### config.mk
export PLATFORM = sky130hd
export DESIGN_NAME = ds18x20_readout_sequencer
export DESIGN_NICKNAME = d
export VERILOG_FILES = /design/src/rtl/core/dsr_pkg.sv /design/src/rtl/core/dsr_temp_calc.sv /design/src/rtl/core/dsr_seq_core.sv /design/src/rtl/core/ds18x20_readout_sequencer.sv
export SDC_FILE = /design/constraint.sdc
export NUM_CORES = 1
export LEC_CHECK = 0
export BUFFER_PORTS_ARGS = -buffer_cell sky130_fd_sc_hd__buf_2
export CAP_MARGIN = 10
export CORE_AREA = 2 2 77 153
export DETAILED_ROUTE_END_ITERATION = 12
export DIE_AREA = 0 0 79 155
export HOLD_SLACK_MARGIN = 0.08
export PLACE_DENSITY_LB_ADDON = 0.15
export SYNTH_ARGS = -nofsm -noshare
export SYNTH_HDL_FRONTEND = slang
export SYNTH_HIERARCHICAL = 1
export SYNTH_SLANG_ARGS = --single-unit
### constraint.sdc
create_clock -name aclk -period 4 [get_ports aclk]
set_clock_uncertainty 0.15 [all_clocks]
set_input_delay 0.6 -clock aclk [delete_from_list [all_inputs] [get_ports aclk]]
set_output_delay 0.6 -clock aclk [all_outputs]
set_load 0.02 [all_outputs]
### src/rtl/core/dsr_pkg.sv
`timescale 1ns / 1ps
// ----------------------------------------------------------------------------
// dsr_pkg
// Shared types, codes and the CRC-8 step for the temperature readout sequencer.
// ----------------------------------------------------------------------------
package dsr_pkg;

    // Event kinds on the input stream
    localparam logic [1:0] CMD_ROM     = 2'd0;
    localparam logic [1:0] CMD_POLL    = 2'd1;
    localparam logic [1:0] CMD_SCRATCH = 2'd2;
    localparam logic [1:0] CMD_TICK    = 2'd3;

    // Result status codes
    localparam logic [2:0] ST_CONV_STARTED = 3'd0;
    localparam logic [2:0] ST_ROM_CRC_BAD  = 3'd1;
    localparam logic [2:0] ST_UNKNOWN_FAM  = 3'd2;
    localparam logic [2:0] ST_TIMEOUT      = 3'd3;
    localparam logic [2:0] ST_TEMP_READY   = 3'd4;

    // Sequencer phases (code 3 is unreachable and acts as the ROM phase)
    localparam logic [1:0] PH_ROM     = 2'd0;
    localparam logic [1:0] PH_WAIT    = 2'd1;
    localparam logic [1:0] PH_SCRATCH = 2'd2;

    // Family codes
    localparam logic [7:0] FAM_S_PART  = 8'h10;
    localparam logic [7:0] FAM_B_PART  = 8'h28;
    localparam logic [7:0] FAM_B2_PART = 8'h22;

    localparam int          ROM_LEN       = 8;
    localparam int          SCRATCH_LEN   = 9;
    localparam int          CNT_W         = 4;
    localparam int          ELAPSED_W     = 17;
    localparam logic [15:0] TIMEOUT_RESET = 16'd1000;

    localparam logic [CNT_W-1:0] ROM_LAST     = CNT_W'(ROM_LEN - 1);
    localparam logic [CNT_W-1:0] SCRATCH_LAST = CNT_W'(SCRATCH_LEN - 1);

    // Count-remain constant for S parts
    localparam logic [15:0] COUNT_PER_C = 16'd12;
    localparam logic [7:0]  CR_FULL     = 8'h10;
    localparam logic [15:0] INT_MASK    = 16'hFFF0;

    typedef struct packed {
        logic [1:0] cmd;
        logic [7:0] data_byte;
    } event_t;

    typedef struct packed {
        logic [2:0]         status;
        logic signed [15:0] temperature;
        logic               sensor_is_s;
        logic               scratch_crc_ok;
    } result_t;

    // Scratchpad bytes that feed the temperature conversion
    typedef struct packed {
        logic [7:0] temp_lsb;
        logic [7:0] temp_msb;
        logic [7:0] config_byte;
        logic [7:0] count_remain;
        logic [7:0] count_per_c;
        logic       is_s;
    } temp_src_t;

    // One byte of the Dallas CRC-8 (reflected polynomial 0x8C)
    function automatic logic [7:0] crc8_step(input logic [7:0] crc, input logic [7:0] b);
        logic [7:0] c;
        c = crc ^ b;
        for (int i = 0; i < 8; i++) begin
            c = c[0] ? ((c >> 1) ^ 8'h8C) : (c >> 1);
        end
        return c;
    endfunction

endpackage

### src/rtl/core/dsr_temp_calc.sv
`timescale 1ns / 1ps
// ----------------------------------------------------------------------------
// dsr_temp_calc
// Scratchpad bytes to signed Q12.4 Celsius: count-remain or plain scaling (S), resolution mask (B).
// ----------------------------------------------------------------------------
module dsr_temp_calc (
    input  dsr_pkg::temp_src_t src,
    output logic signed [15:0] temperature
);

    logic [15:0] raw;
    logic [15:0] raw_s;
    logic [15:0] b_val;

    assign raw   = {src.temp_msb, src.temp_lsb};
    assign raw_s = raw << 3;

    always_comb begin
        case (src.config_byte[6:5])
            2'b00:   b_val = raw & ~16'h0007;
            2'b01:   b_val = raw & ~16'h0003;
            2'b10:   b_val = raw & ~16'h0001;
            default: b_val = raw;
        endcase
    end

    always_comb begin
        if (src.is_s) begin
            if (src.count_per_c == dsr_pkg::CR_FULL) begin
                temperature = (raw_s & dsr_pkg::INT_MASK) + dsr_pkg::COUNT_PER_C
                              - {8'h00, src.count_remain};
            end else begin
                temperature = raw_s;
            end
        end else begin
            temperature = b_val;
        end
    end

endmodule

### src/rtl/core/dsr_seq_core.sv
`timescale 1ns / 1ps
// ----------------------------------------------------------------------------
// dsr_seq_core
// Phase state, CRC, tick counter and scratchpad bytes; one event per advance.
// ----------------------------------------------------------------------------
module dsr_seq_core (
    input  logic                aclk,
    input  logic                aresetn,
    input  logic                advance,
    input  dsr_pkg::event_t     evt,
    input  logic [15:0]         timeout_ms,
    output logic                res_valid,
    output dsr_pkg::result_t    res
);

    logic [1:0]                     phase_reg, phase_next;
    logic [dsr_pkg::CNT_W-1:0]      count_reg, count_next;
    logic [7:0]                     crc_reg, crc_next;
    logic                           fam_s_reg, fam_s_next;
    logic [dsr_pkg::ELAPSED_W-1:0]  elapsed_reg, elapsed_next;

    // Only the scratchpad bytes the conversion reads are kept
    logic [7:0] sp0_reg, sp0_next;
    logic [7:0] sp1_reg, sp1_next;
    logic [7:0] sp4_reg, sp4_next;
    logic [7:0] sp6_reg, sp6_next;
    logic [7:0] sp7_reg, sp7_next;

    logic [dsr_pkg::CNT_W-1:0] cnt;
    logic [7:0]                crc_step;
    logic signed [15:0]        temp_val;
    dsr_pkg::temp_src_t        tsrc;

    assign crc_step = dsr_pkg::crc8_step(crc_reg, evt.data_byte);

    assign tsrc.temp_lsb     = sp0_reg;
    assign tsrc.temp_msb     = sp1_reg;
    assign tsrc.config_byte  = sp4_reg;
    assign tsrc.count_remain = sp6_reg;
    assign tsrc.count_per_c  = sp7_reg;
    assign tsrc.is_s         = fam_s_reg;

    dsr_temp_calc u_temp (
        .src         (tsrc),
        .temperature (temp_val)
    );

    always_comb begin
        phase_next   = phase_reg;
        count_next   = count_reg;
        crc_next     = crc_reg;
        fam_s_next   = fam_s_reg;
        elapsed_next = elapsed_reg;
        sp0_next     = sp0_reg;
        sp1_next     = sp1_reg;
        sp4_next     = sp4_reg;
        sp6_next     = sp6_reg;
        sp7_next     = sp7_reg;
        cnt          = count_reg;
        res_valid    = 1'b0;
        res          = '0;

        unique case (phase_reg)
            dsr_pkg::PH_WAIT: begin
                if (evt.cmd == dsr_pkg::CMD_TICK) begin
                    if (elapsed_reg != '1) begin
                        elapsed_next = elapsed_reg + 1'b1;
                    end
                end else if (evt.cmd == dsr_pkg::CMD_POLL) begin
                    if (evt.data_byte[0]) begin
                        phase_next = dsr_pkg::PH_SCRATCH;
                        count_next = '0;
                        crc_next   = '0;
                    end else if (elapsed_reg > {1'b0, timeout_ms}) begin
                        phase_next      = dsr_pkg::PH_ROM;
                        count_next      = '0;
                        crc_next        = '0;
                        res_valid       = 1'b1;
                        res.status      = dsr_pkg::ST_TIMEOUT;
                        res.sensor_is_s = fam_s_reg;
                    end
                end
            end

            dsr_pkg::PH_SCRATCH: begin
                if (evt.cmd == dsr_pkg::CMD_SCRATCH) begin
                    if (count_reg > dsr_pkg::SCRATCH_LAST) begin
                        cnt = '0;
                    end
                    case (cnt)
                        4'd0:    sp0_next = evt.data_byte;
                        4'd1:    sp1_next = evt.data_byte;
                        4'd4:    sp4_next = evt.data_byte;
                        4'd6:    sp6_next = evt.data_byte;
                        4'd7:    sp7_next = evt.data_byte;
                        default: ;
                    endcase
                    if (cnt < dsr_pkg::SCRATCH_LAST) begin
                        crc_next   = crc_step;
                        count_next = cnt + 1'b1;
                    end else begin
                        phase_next         = dsr_pkg::PH_ROM;
                        count_next         = '0;
                        crc_next           = '0;
                        res_valid          = 1'b1;
                        res.status         = dsr_pkg::ST_TEMP_READY;
                        res.temperature    = temp_val;
                        res.sensor_is_s    = fam_s_reg;
                        res.scratch_crc_ok = (crc_reg == evt.data_byte);
                    end
                end
            end

            default: begin
                // ROM phase, and the unreachable fourth code
                phase_next = dsr_pkg::PH_ROM;
                if (evt.cmd == dsr_pkg::CMD_ROM) begin
                    if (count_reg > dsr_pkg::ROM_LAST) begin
                        cnt = '0;
                    end
                    if (cnt < dsr_pkg::ROM_LAST) begin
                        if (cnt == '0) begin
                            sp0_next = evt.data_byte;
                        end
                        crc_next   = crc_step;
                        count_next = cnt + 1'b1;
                    end else if (crc_reg != evt.data_byte) begin
                        count_next = '0;
                        crc_next   = '0;
                        res_valid  = 1'b1;
                        res.status = dsr_pkg::ST_ROM_CRC_BAD;
                    end else if (sp0_reg == dsr_pkg::FAM_S_PART
                              || sp0_reg == dsr_pkg::FAM_B_PART
                              || sp0_reg == dsr_pkg::FAM_B2_PART) begin
                        fam_s_next      = (sp0_reg == dsr_pkg::FAM_S_PART);
                        phase_next      = dsr_pkg::PH_WAIT;
                        count_next      = '0;
                        crc_next        = '0;
                        elapsed_next    = '0;
                        res_valid       = 1'b1;
                        res.status      = dsr_pkg::ST_CONV_STARTED;
                        res.sensor_is_s = (sp0_reg == dsr_pkg::FAM_S_PART);
                    end else begin
                        count_next = '0;
                        crc_next   = '0;
                        res_valid  = 1'b1;
                        res.status = dsr_pkg::ST_UNKNOWN_FAM;
                    end
                end
            end
        endcase
    end

    always_ff @(posedge aclk) begin
        if (!aresetn) begin
            phase_reg   <= dsr_pkg::PH_ROM;
            count_reg   <= '0;
            crc_reg     <= '0;
            fam_s_reg   <= 1'b0;
            elapsed_reg <= '0;
        end else if (advance) begin
            phase_reg   <= phase_next;
            count_reg   <= count_next;
            crc_reg     <= crc_next;
            fam_s_reg   <= fam_s_next;
            elapsed_reg <= elapsed_next;
        end
    end

    always_ff @(posedge aclk) begin
        if (advance) begin
            sp0_reg <= sp0_next;
            sp1_reg <= sp1_next;
            sp4_reg <= sp4_next;
            sp6_reg <= sp6_next;
            sp7_reg <= sp7_next;
        end
    end

endmodule

### src/rtl/core/ds18x20_readout_sequencer.sv
`timescale 1ns / 1ps
// ----------------------------------------------------------------------------
// ds18x20_readout_sequencer
// Host-side event sequencer for a one-wire temperature sensor readout.
// ----------------------------------------------------------------------------
// Takes one event per cycle (ROM byte, ready poll, scratchpad byte, millisecond
// tick) and gives at most one status transfer per event. Every event passes an
// input register and the single-pass sequencer logic (CRC-8 byte step and the
// temperature conversion) before its result lands in the output register; the
// sustained rate is one event per clock while the sink takes results. The input
// side stalls only while the input register is full and the output register
// holds a result that the sink has not taken.
// The timeout register is written through cfg_*; write it only while idle.
// Events that do not fit the current phase are dropped with no result.
// ----------------------------------------------------------------------------
module ds18x20_readout_sequencer (
    input  logic        aclk,
    input  logic        aresetn,

    // Event stream
    input  logic        s_axis_tvalid,
    output logic        s_axis_tready,
    input  logic [7:0]  s_axis_tdata,   // [7:0] data_byte
    input  logic [1:0]  s_axis_tuser,   // [1:0] cmd

    // Result stream
    output logic        m_axis_tvalid,
    input  logic        m_axis_tready,
    output logic [23:0] m_axis_tdata,   // [15:0] temperature, [16] sensor_is_s,
                                        // [17] scratch_crc_ok, [23:18] zero
    output logic [2:0]  m_axis_tuser,   // [2:0] status

    // Timeout register write
    input  logic        cfg_valid,
    output logic        cfg_ready,
    input  logic [15:0] cfg_data
);

    logic             in_valid_reg;
    dsr_pkg::event_t  in_evt_reg;
    logic             out_valid_reg;
    dsr_pkg::result_t out_res_reg;
    logic [15:0]      timeout_reg;

    logic             advance;
    logic             res_valid;
    dsr_pkg::result_t res;

    // Advance the held event when the output register is free or being drained
    assign advance       = in_valid_reg && (!out_valid_reg || m_axis_tready);
    assign s_axis_tready = !in_valid_reg || advance;
    assign cfg_ready     = 1'b1;

    always_ff @(posedge aclk) begin
        if (!aresetn) begin
            timeout_reg <= dsr_pkg::TIMEOUT_RESET;
        end else if (cfg_valid) begin
            timeout_reg <= cfg_data;
        end
    end

    // Input register
    always_ff @(posedge aclk) begin
        if (!aresetn) begin
            in_valid_reg <= 1'b0;
        end else if (s_axis_tready) begin
            in_valid_reg <= s_axis_tvalid;
        end
    end

    always_ff @(posedge aclk) begin
        if (s_axis_tvalid && s_axis_tready) begin
            in_evt_reg.cmd       <= s_axis_tuser;
            in_evt_reg.data_byte <= s_axis_tdata;
        end
    end

    dsr_seq_core u_core (
        .aclk       (aclk),
        .aresetn    (aresetn),
        .advance    (advance),
        .evt        (in_evt_reg),
        .timeout_ms (timeout_reg),
        .res_valid  (res_valid),
        .res        (res)
    );

    // Output register: load a fresh result, otherwise drop it once transferred
    always_ff @(posedge aclk) begin
        if (!aresetn) begin
            out_valid_reg <= 1'b0;
        end else if (advance && res_valid) begin
            out_valid_reg <= 1'b1;
        end else if (m_axis_tready) begin
            out_valid_reg <= 1'b0;
        end
    end

    always_ff @(posedge aclk) begin
        if (advance && res_valid) begin
            out_res_reg <= res;
        end
    end

    assign m_axis_tvalid = out_valid_reg;
    assign m_axis_tuser  = out_res_reg.status;
    assign m_axis_tdata  = {6'b000000, out_res_reg.scratch_crc_ok,
                            out_res_reg.sensor_is_s, out_res_reg.temperature};

`ifndef SYNTHESIS
    // Only a temperature result carries temperature and CRC flag
    a_non_temp_zero: assert property (@(posedge aclk) disable iff (!aresetn)
        (m_axis_tvalid && m_axis_tuser != dsr_pkg::ST_TEMP_READY)
        |-> (m_axis_tdata[15:0] == 16'h0000 && !m_axis_tdata[17]))
        else $error("non-temperature result carries payload");

    // ROM failures never flag an S part
    a_rom_fail_no_s: assert property (@(posedge aclk) disable iff (!aresetn)
        (m_axis_tvalid && (m_axis_tuser == dsr_pkg::ST_ROM_CRC_BAD
                        || m_axis_tuser == dsr_pkg::ST_UNKNOWN_FAM))
        |-> !m_axis_tdata[16])
        else $error("ROM failure reports sensor_is_s");

    // A full input register behind a stalled result must hold off the source
    a_stall_backpressure: assert property (@(posedge aclk) disable iff (!aresetn)
        (in_valid_reg && m_axis_tvalid && !m_axis_tready) |-> !s_axis_tready)
        else $error("input accepted while pipeline is blocked");

    // Status codes beyond temperature ready are never produced
    a_status_range: assert property (@(posedge aclk) disable iff (!aresetn)
        m_axis_tvalid |-> (m_axis_tuser <= dsr_pkg::ST_TEMP_READY))
        else $error("status code out of range");
`endif

endmodule
## Yosys cells after proc, flatten, opt, wreduce, memory -nomap -nowiden

Index checks and enable logic that the tools add are counted.

- Output and inout bits: 30
- Logic and storage cells: 193
- Bits of input ports: 31
- Bits in registers: 120

- Equality and inequality tests: 28
- Bitwise logic cells: 15
- Multiplexer cells: 90
- Order comparisons: 5
- Add/sub/neg operators: 5
- Reduce and logical (&&, ||, !) cells: 31

Operators with widths:

| cell | number |
|---|---|
| $mux W8 | 21 |
| $mux W17 | 6 |
| $mux W4 | 14 |
| $mux W21 | 2 |
| $pmux W17 S2 | 1 |
| $mux W16 | 2 |
| $pmux W8 S2 | 2 |
| $mux W2 | 12 |
| $not A2 Y3 | 8 |
| $mux W1 | 19 |
| $reduce_and A6 Y1 | 3 |
| $add A17 B1 Y17 const B | 1 |
| $gt A17 B16 Y1 | 1 |
| $ne A17 B17 Y1 const B | 1 |
| $add A16 B4 Y16 const B | 1 |
| $eq A8 B5 Y1 const B | 2 |
| $eq A8 B6 Y1 const B | 2 |
| $reduce_and A4 Y1 | 4 |
| $sub A16 B8 Y16 | 1 |
| $mux W3 | 5 |
| $eq A4 B3 Y1 const B | 3 |
| $reduce_bool A2 Y1 | 6 |
| $ne A2 B2 Y1 const B | 5 |
| $pmux W3 S3 | 1 |
| other kinds (28) | 51 |

## Depth between registers and ports, before layout

Gate-level depths: netlist (run 1).

- Depth after elaboration: 20
- Depth in mapped cells: 12
- Depth with buffers taken out: 10

## By module

Netlist (run 1), hierarchy kept.

By module, submodules not included:

| module | cells an instance | instances | area each (um2) | sequential area each (um2) |
|---|---|---|---|---|
| dsr_seq_core | 391 | 1 | 3940.0 | 1841.8 |
| ds18x20_readout_sequencer | 105 | 1 | 1695.4 | 1291.2 |
| dsr_temp_calc | 139 | 1 | 894.6 | 0.0 |

## Worst setup path before layout (run 1)

Ideal clock, no wire load.

- Kind: register to register
- Start: reg timeout_reg[14]
- End: reg out_res_reg, in the netlist m_axis_tdata[0] (enable)
- Slack: 762 ps
- Library setup time: 399 ps
- Data required time: 3451 ps
- Arrival: 2689 ps
- Cell stages (with the launch flop): 11
- Period minus slack after synthesis: 3238 ps
- Buffers on the path: 0
- Cells stage by stage: dfxtp_1 inv_1 ha_1 nand4b_1 nor4_1 o21ai_1 a32oi_1 a21oi_1 nand2_1 nand2_1 nor2_1

- Cells in the longest elaborated chain, start to end: 7

Ends and longest elaborated chain:

| what | line | text |
|---|---|---|
| from (decl) | ds18x20_readout_sequencer.sv:43 | `logic [15:0] timeout_reg;` |
| from (signal assigned) | ds18x20_readout_sequencer.sv:56 | `timeout_reg <= dsr_pkg::TIMEOUT_RESET;` |
| from (signal assigned) | ds18x20_readout_sequencer.sv:58 | `timeout_reg <= cfg_data;` |
| $gt A17 B16 Y1 | dsr_seq_core.sv:74 | `end else if (elapsed_reg > {1'b0, timeout_ms}) begin` |
| $mux W1 | dsr_seq_core.sv:74 |  |
| $mux W1 | dsr_seq_core.sv:70 | `if (evt.data_byte[0]) begin` |
| $mux W1 | dsr_seq_core.sv:69 | `end else if (evt.cmd == dsr_pkg::CMD_POLL) begin` |
| $mux W1 | dsr_seq_core.sv:65 | `if (evt.cmd == dsr_pkg::CMD_TICK) begin` |
| $pmux W1 S2 | dsr_seq_core.sv:63 | `unique case (phase_reg)` |
| via res_valid | ds18x20_readout_sequencer.sv:46 | `logic res_valid;` |
| $logic_and A1 B1 Y1 | ds18x20_readout_sequencer.sv:100 | `if (advance && res_valid) begin` |
| to (signal assigned) | ds18x20_readout_sequencer.sv:101 | `out_res_reg <= res;` |
| to (decl) | ds18x20_readout_sequencer.sv:42 | `dsr_pkg::result_t out_res_reg;` |

The timed path passes the listed nets, and every way through them passes these cells.
A chain may end at the register's enable or synchronous reset.

## Worst setup path after layout (run 1)

- Start: reg timeout_reg[12]
- End: reg out_res_reg, in the netlist m_axis_tdata[5] (enable)

Same word-level chain as after synthesis.

==> results of run 1 <==
-- metal layers --
metal | up-vias | wire, microns | track usage
li1 | 2402 | - | -
met1 | 2230 | 5582 | 0.2755
met2 | 139 | 6176 | 0.3588
met3 | 23 | 518 | 0.04872
met4 | 0 | 262 | 0.09852
met5 | - | 0 | 0
-- worst paths after layout --
| path | from | end | depth (start not counted) | slack (ns) |
|---|---|---|---|---|
| max | timeout_reg[12] | m_axis_tdata[5] | 11 | 0.96 |
| min | s_axis_tdata[0] | in_evt_reg[0] | 1 | 0.20 |
| max reg2reg | timeout_reg[12] | m_axis_tdata[5] | 11 | 0.96 |
| min reg2reg | u_core/count_reg[2] | u_core/count_reg[2] | 2 | 0.32 |
-- layout make-up --
cell class	instances	area, sq um	share of cell area
multi-input combinational	445	3062	0.4204
clock buffer	17	425.4	0.05841
clock inverter	15	160.2	0.02199
tap	142	177.7	0.02439
timing repair buffer	63	340.3	0.04673
inverter	44	165.2	0.02268
sequential	115	2953	0.4054
-- cells in the final DEF (no fill, tap or decap), types with 6 or more instances in the layout --
master	n
inv_6	6
and2_1	23
buf_4	10
nand4_1	11
a2bb2oi_1	7
o21ai_0	21
or3_1	10
nand3_1	19
edfxtp_1	65
nand2b_1	6
clkbuf_16	17
o211ai_1	7
or4_1	14
a21oi_1	21
xor2_1	7
xnor2_1	17
nor4_1	6
inv_1	42
nor2_1	20
nand2_1	76
mux2i_1	33
ha_1	33
o31ai_1	8
buf_2	53
conb_1	7
nor3_1	12
dfxtp_1	50
nor2b_1	16
-- through the flow --
step                      hold WS [ns]  setup WS, ns  power [W]    util
final                           0.2035        0.9588   0.002937  0.6533
after floorplan                 0.2910        0.7622   0.001435       -
after global routing            0.1837        0.7499   0.003042  0.6533
after detailed placement        0.3133         1.033   0.001474  0.6008
after CTS                       0.1906        0.9377   0.002965  0.6533
after global placement          0.3059         1.205   0.001470  0.6008
-- power by group --
group          total, W  internal [W]  switching [W]  leakage [nW]
logic          0.000161     0.0000708      0.0000906          1.66
clock network   0.00149      0.000882       0.000605         0.284
registers       0.00129       0.00127      0.0000218          1.06
==> results.md, run 1 <==
- Run status: complete, no violations
- Synthesized area: 0.006350 sq mm
- Crit path arrival time: 2.99 ns
- CTS max path bufs: 2
- CTS tree: done
- Pre-Repair DR Iteration Count: 5
- GPL Wtd Cong: 0.8492
- Avg WL per Cell: 14.91 microns
- Worst setup EP type: register
- First-pass GRT wire length: 21.22 mm
- # H-tree levels: 4
- DP Area: 0.006698 sq mm
- Fill cells: 946
- Tmin final: 3.041 ns
- Number of buffers created by CTS: 17
- Dpl hpwl: 8.839 mm
- Worst Path Buf+Inv: 2
- Number of flip-flops in the largest register: 18
- CP most frequent cell: nand2_1
- CTS Sinks: 115
- Crit path max-delay cell type: a32oi_1
- Number of I/O port buffers: 53
- Crit-path max cell delay: 0.49 ns
- Share of cells above drive strength 1: 0.1602
- Max VDD drop: 396.0 uV
- Pwr Density: 403.3 mW/mm^2
- Nets@finish: 750
- Setup repair bufs after CTS: 0
- Yosys warns: 6
- Aggregate global-route resource usage: 0.2194
- Syn Area/Cell: 10.10 sq um
- Fin area: 0.007283 sq mm
- Area Growth Syn to Fin: 14.70%
- Drt drc: 0
- Slew margin rel.: 0.5161
- Clock-pin slew on the worst setup and hold paths: 0.06 ns
- Final hold vios: 0
- Slew Viols, Final: 0
- Initial Util: 0.5696
- Mapped Cells: 629
- Full die area: 0.01225 sq mm
- HP Class: primary input to register
- Cells along the critical path: inv_1 -> ha_1 -> nand4_1 -> nor4_1 -> o21ai_1 -> a32oi_1 -> a21oi_1 -> nand2_1 -> nand2_1 -> nor2_1 -> buf_4
- Vias per cell: 5.700
- Gr ovfl total: 0
- Pin count of the biggest net entering global routing: 36
- RSZ-0062 raised after global routing: false
- I/O pin cnt: 61
- Initial drt markers: 345
- Site Rows: 55
- Top Family by Delay on Critical Path: compound AO/OA/AOI/OAI gates
- Core Area: 0.01115 sq mm
- Die height: 155 microns
- Antenna violations before repair: 0
- Drt total wl: 12.54 mm
- Worst-Skew Late Latency: 0.42 ns
- CTS resizes: 0
- Final Non-Filler Cells: 841
- Max Cap Viol: 0
- Critical Path Fanout Max: 21
- Actual slew at the worst max-slew pin: 0.7194 ns
- Routed Antenna Nets: 0
- Data required, critical path: 3.95 ns
- Final Cycle Share: 0.7603
- Placed insts: 809
- Setup TNS: 0 ns
- Worst setup SP type: register
- Vias in the first global route: 4507
- Kind of critical path: register to register
- Fmax: 328.8 MHz
- CTS root buf: clkbuf_16
- Leakage: 3.004 nW
- Antenna cells: 0
- Endpoints failing setup: 0
- Chip width: 79 microns
- Via Count: 4794
- CTS Hold Buffers Added: 0
No activity file was read; power rests on OpenSTA's default activity.
==> run 2: changes to the inputs <==
--- a/config.mk
+++ b/config.mk
@@ -7,9 +7,9 @@
 export LEC_CHECK = 0
 export BUFFER_PORTS_ARGS = -buffer_cell sky130_fd_sc_hd__buf_2
 export CAP_MARGIN = 10
-export CORE_AREA = 2 2 77 153
+export CORE_AREA = 2 2 81 161
 export DETAILED_ROUTE_END_ITERATION = 12
-export DIE_AREA = 0 0 79 155
+export DIE_AREA = 0 0 83 163
 export HOLD_SLACK_MARGIN = 0.08
 export PLACE_DENSITY_LB_ADDON = 0.15
 export SYNTH_ARGS = -nofsm -noshare
==> constraint.sdc (replaced) <==
create_clock -name aclk -period 2.5 [get_ports aclk]
set_clock_uncertainty 0.15 [all_clocks]
set_input_delay 0.375 -clock aclk [delete_from_list [all_inputs] [get_ports aclk]]
set_output_delay 0.375 -clock aclk [all_outputs]
set_load 0.02 [all_outputs]
==> run 2 against run 1 <==
Register-to-register slack lost 1.1 ns. Combinational power up 130%. Non-clock buffer count is 112 higher. Fmax grew 17%. First-iteration DRC count decreased by 27%. The flow now finishes with violations (setup timing). Critical endpoint is now u_core/crc_reg[4]. Clock-buffer cell count increased by 1. Global-route usage about the same. Hold slack lost 0.10 ns.
==> results.md, run 2 (synthesis results as in run 1) <==
- Run status: complete, but fails checks
- Violated checks: setup timing
- Area Growth Syn to Fin: 35.11%
- Antenna cells: 0
- Crit Reg-Reg Endpoint: u_core/crc_reg[4]
- CTS tree: done
- Nets@finish: 863
- GPL Wtd Cong: 0.8586
- Aggregate global-route resource usage: 0.2198
- Gr ovfl total: 0
- Die height: 163 microns
- Leakage: 3.587 nW
- FF-to-FF path depth: 10
- Antenna violations before repair: 0
- RSZ-0062 raised after global routing: true
- Power Total: 0.004650 W
- PnR worst setup slack: -0.09836 ns
- Commonest cells after routing, fill and taps aside: buf_4, nand2_1, edfxtp_1, buf_2, inv_1
- Number of flip-flops in the largest register: 18
- Site Rows: 58
- Worst-Skew Late Latency: 0.42 ns
- Avg WL per Cell: 15.29 microns
- HP Class: primary input to register
- Hold depth: 3
- Core Area: 0.01241 sq mm
- Commonest non-fill, non-tap cell in the layout: buf_4
- Max Cap Viol: 0
- Initial Util: 0.5117
- # H-tree levels: 4
- DP Worst Slack: -0.2926 ns
- Fmax: 384.9 MHz
- Full die area: 0.01353 sq mm
- Slew margin rel.: 0.5524
- Actual slew at the worst max-slew pin: 0.6655 ns
- Crit path arrival time: 2.79 ns
- I/O pin cnt: 61
- Worst R2R Start: timeout_reg[14]
- Tmin final: 2.598 ns
- Chip width: 83 microns
- Data required, critical path: 2.69 ns
- Clock-pin slew on the worst setup and hold paths: 0.06 ns
- Worst reg2reg setup slack: -0.1 ns
- Drt total wl: 14.71 mm
- Initial drt markers: 253
- CTS max path bufs: 2
- Routed Antenna Nets: 0
- Max VDD drop: 581.0 uV
- Pin count of the biggest net entering global routing: 19
- Share of cells above drive strength 1: 0.3214
- Number of buffers created by CTS: 17
- Slew Viols, Final: 0
- Pwr Density: 541.9 mW/mm^2
- Cells along the critical path: inv_2 -> ha_4 -> nand4b_1 -> nor2_1 -> a2111oi_2 -> a32oi_2 -> buf_4 -> o311ai_4 -> clkbuf_16 -> mux2i_1
- Drt drc: 0
- Fill cells: 959
- Vias in the first global route: 5078
- Pre-Repair DR Iteration Count: 5
- Hold Crit Start: cfg_data[13]
- Endpoints failing setup: 23
- Critical Path Fanout Max: 6
- Crit-path max cell delay: 0.38 ns
- Final hold vios: 0
- Worst setup SP type: register
- Final Cycle Share: 1.039
- CTS Sinks: 115
- Hold EP: timeout_reg[13]
- Kind of critical path: register to register
- First-pass GRT wire length: 23.75 mm
- Worst setup EP type: register
- Fin area: 0.008579 sq mm
- Crit path max-delay cell type: a2111oi_2
- Dpl hpwl: 10.05 mm
- DP Area: 0.007323 sq mm
- Vias per cell: 5.447
- CTS root buf: clkbuf_16
- Number of I/O port buffers: 53
- Via Count: 5240
==> run 2: how the worst max path moves through the flow <==
stage | startpoint | endpoint | slack (ns)
after floorplan | timeout_reg[11] | m_axis_tdata[0] | -0.08
after global routing | timeout_reg[12] | m_axis_tdata[4] | -0.21
after detailed placement | timeout_reg[11] | m_axis_tdata[15] | -0.29
after CTS | timeout_reg[11] | m_axis_tuser[2] | -0.10
final | timeout_reg[14] | u_core/crc_reg[4] | -0.1
after global placement | timeout_reg[11] | m_axis_tdata[15] | -0.21
==> run 2: timing repair <==
action,4_1_cts,5_1_grt
gates cloned,2,1
pin swaps,5,23
endpoints found under the hold margin,26,0
endpoints found under the setup margin,37,58
gates resized for setup,23,49
setup buffers,6,6
hold buffers,26,0
==> run 2: where the power goes <==
part           leakage (nW)  internal, W  total [W]  switching (W)
clock network         0.269      0.00129    0.00223       0.000938
logic                  2.26     0.000181   0.000365       0.000184
registers              1.06      0.00203    0.00205      0.0000250
total                  3.59      0.00350    0.00465        0.00115
==> run 2: final cells by class <==
type	instances	area (sq um)	share of cell area
Multi-Input combinational cell	446	3359	0.3916
Clock inverter	14	120.1	0.01400
Tap cell	150	187.7	0.02188
Timing Repair Buffer	175	1341	0.1563
Sequential cell	115	2977	0.3469
Inverter	44	165.2	0.01925
Clock buffer	18	429.2	0.05002
==> run 2: per-stage QoR <==
step | hold slack, ns | utilization | setup TNS, ns | instances
CTS | 0.09435 | 0.6705 | -1.091 | 956
detailed placement | 0.3081 | 0.5901 | -8.801 | 890
floorplan | 0.2910 | - | -2.008 | 634
global placement | 0.3014 | 0.5901 | -6.273 | 890
finish | 0.1020 | 0.6914 | -1.245 | 962
global route | 0.1279 | 0.6914 | -5.240 | 962
==> run 2: worst max-delay path, delay by kind of cell (launching register included) <==
family                     cells  cell delay, ns
adders and majority gates      1            0.20
AOI/OAI and AO/OA              3            0.94
DFF                            1            0.34
and+or+nand+nor                2            0.25
buffers and inverters          3            0.48
muxes                          1            0.17
==> run 2: routing by layer <==
layer	GRT usage	wire (microns)
met5	0	0
met4	0.09240	431
met3	0.04815	596
met2	0.3919	7654
met1	0.2521	6029
==> run 3: changes to the inputs <==
--- a/config.mk
+++ b/config.mk
@@ -12,6 +12,7 @@
 export DIE_AREA = 0 0 83 163
 export HOLD_SLACK_MARGIN = 0.08
 export PLACE_DENSITY_LB_ADDON = 0.15
+export REMOVE_ABC_BUFFERS = 1
 export SYNTH_ARGS = -nofsm -noshare
 export SYNTH_HDL_FRONTEND = slang
 export SYNTH_HIERARCHICAL = 1
==> run 3 against run 2 <==
The flow still finishes with violations (setup timing). Worst setup slack lost 0.0068 ns. Register-to-register slack about the same. Sequential power about the same. Critical path depth grew 1. Cell count down 0.42%. Via count shrank 1.3%. Sequential cell count unchanged. Design area decreased by 0.42%. Non-clock buffer count fell by 3. Sequential share of layout area is 0.15 points higher. Critical path type unchanged. Largest cell class unchanged. Largest power group unchanged.
==> results.md, run 3 (synthesis results as in run 1) <==
- Drt total wl: 14.86 mm
- Actual slew at the worst max-slew pin: 0.8401 ns
- Final Non-Filler Cells: 958
- Data required, critical path: 2.47 ns
- DP Worst Slack: -0.2253 ns
- Worst-Skew Late Latency: 0.42 ns
- Worst setup SP type: register
- Initial drt markers: 271
- Dpl hpwl: 10.06 mm
- Number of buffers created by CTS: 17
- Routed Antenna Nets: 0
- Fmax: 383.9 MHz
- Pwr Density: 560.3 mW/mm^2
- CTS root buf: clkbuf_16
- Worst setup EP type: register
- Drt drc: 0
- Slew Viols, Final: 0
- Clock-pin slew on the worst setup and hold paths: 0.06 ns
- I/O pin cnt: 61
- Full die area: 0.01353 sq mm
- CTS max path bufs: 2
- Final Cycle Share: 1.042
- Placed insts: 893
- Chip width: 83 microns
- Pin count of the biggest net entering global routing: 35
- # H-tree levels: 4
- First-pass GRT wire length: 23.75 mm
- Core Area: 0.01241 sq mm
- Avg WL per Cell: 15.51 microns
- Leakage: 3.566 nW
- GPL Wtd Cong: 0.8447
- Pre-Repair DR Iteration Count: 4
- CTS Sinks: 115
- Number of I/O port buffers: 53
- Slew margin rel.: 0.4349
- Vias per cell: 5.397
- Gr ovfl total: 0
- Critical Path Fanout Max: 21
- Commonest cells after routing, fill and taps aside: buf_4, nand2_1, edfxtp_1, buf_2, inv_1
- Vias in the first global route: 4953
- Via Count: 5170
- Kind of critical path: register to register
- CTS tree: done
- Crit-path max cell delay: 0.37 ns
- HP Class: primary input to register
- Share of cells above drive strength 1: 0.3267
- Cells along the critical path: inv_2 -> ha_4 -> nand4b_1 -> nor4_2 -> o21ai_1 -> a32oi_2 -> a21oi_1 -> nand2_1 -> nand2_2 -> nor2_4 -> buf_12
- Endpoints failing setup: 33
- Initial Util: 0.5117
- Violated checks: setup timing
- PnR worst setup slack: -0.1052 ns
- Commonest non-fill, non-tap cell in the layout: buf_4
- Aggregate global-route resource usage: 0.2202
- Antenna violations before repair: 0
- Run status: complete, but fails checks
- Max Cap Viol: 0
- Die height: 163 microns
- RSZ-0062 raised after global routing: true
- Crit path max-delay cell type: nor4_2
- Crit path arrival time: 2.58 ns
- Setup TNS: -2.314 ns
- Site Rows: 58
- Max VDD drop: 493.6 uV
- Area Growth Syn to Fin: 34.54%
- Antenna cells: 0
- Number of flip-flops in the largest register: 18
- Final hold vios: 0
- Nets@finish: 859
- Tmin final: 2.605 ns
run 3: changes by cell type in the layout (fill, tap and decap cells not counted), sizes merged:
cell	previous run	this run
dlygate4sd3	26	23
bufinv	0	1
nor2	21	20
clkinv	6	5
inv	51	52
clkbuf	20	17
buf	147	149
run 3: stage by stage:
stage	power [W]	util	area, sq um	hold WS [ns]
floorplan	0.002268	-	6180	0.2869
global placement	0.002398	0.5885	7303	0.3010
detailed placement	0.002404	0.5885	7303	0.3146
CTS	0.004812	0.6674	8282	0.08196
global route	0.004961	0.6884	8543	0.1065
finish	0.004787	0.6884	8543	0.08861
run 3: area by class of cell:
type	instances	area, sq um
clock inverters	15	148.9
well taps	150	187.7
clock buffers	17	425.4
repair buffers	172	1276
fillers	942	3866
multi-input cells	445	3363
inverters	44	165.2
flip-flops and latches	115	2977
run 3: worst paths after layout:
| path | start | to | slack, ns | depth (start not counted) |
|---|---|---|---|---|
| setup / recovery | timeout_reg[14] | m_axis_tdata[0] | -0.11 | 11 |
| hold / removal | cfg_data[11] | timeout_reg[11] | 0.09 | 3 |
| setup reg to reg | timeout_reg[14] | m_axis_tdata[0] | -0.11 | 11 |
| hold reg to reg | timeout_reg[9] | timeout_reg[9] | 0.32 | 2 |
run 3: routing by layer:
| metal | share of wire | global-route usage | routed length [microns] | up-vias |
|---|---|---|---|---|
| met5 | 0 | 0 | 0 | - |
| met4 | 0.018 | 0.07377 | 265 | 0 |
| met3 | 0.032 | 0.04055 | 479 | 20 |
| met2 | 0.53 | 0.3889 | 7843 | 119 |
| met1 | 0.42 | 0.2687 | 6271 | 2424 |
| li1 | - | - | - | 2607 |
run 3: power by group:
part	total [W]	switching, W	leakage [nW]	internal (W)
clock network	0.00236	0.000963	0.280	0.00140
logic	0.000374	0.000187	2.22	0.000187
registers	0.00205	0.0000263	1.06	0.00203
total	0.00479	0.00118	3.57	0.00361
run 3: worst max-delay path, delay by kind of cell (launching register included):
| kind | cells | cell delay [ns] |
|---|---|---|
| AOI/OAI and AO/OA | 3 | 0.53 |
| adders and majority gates | 1 | 0.26 |
| buffers and inverters | 2 | 0.21 |
| DFF | 1 | 0.33 |
| and+or+nand+nor | 5 | 0.82 |
run 3: repair_timing:
action                                  CTS  global route
cloned                                    1             0
setup buffers                             1             8
pin swaps                                14            19
hold buffers                             23             0
endpoints found under the hold margin    23             0
resized for setup                        35            48
endpoints found under the setup margin   37            64
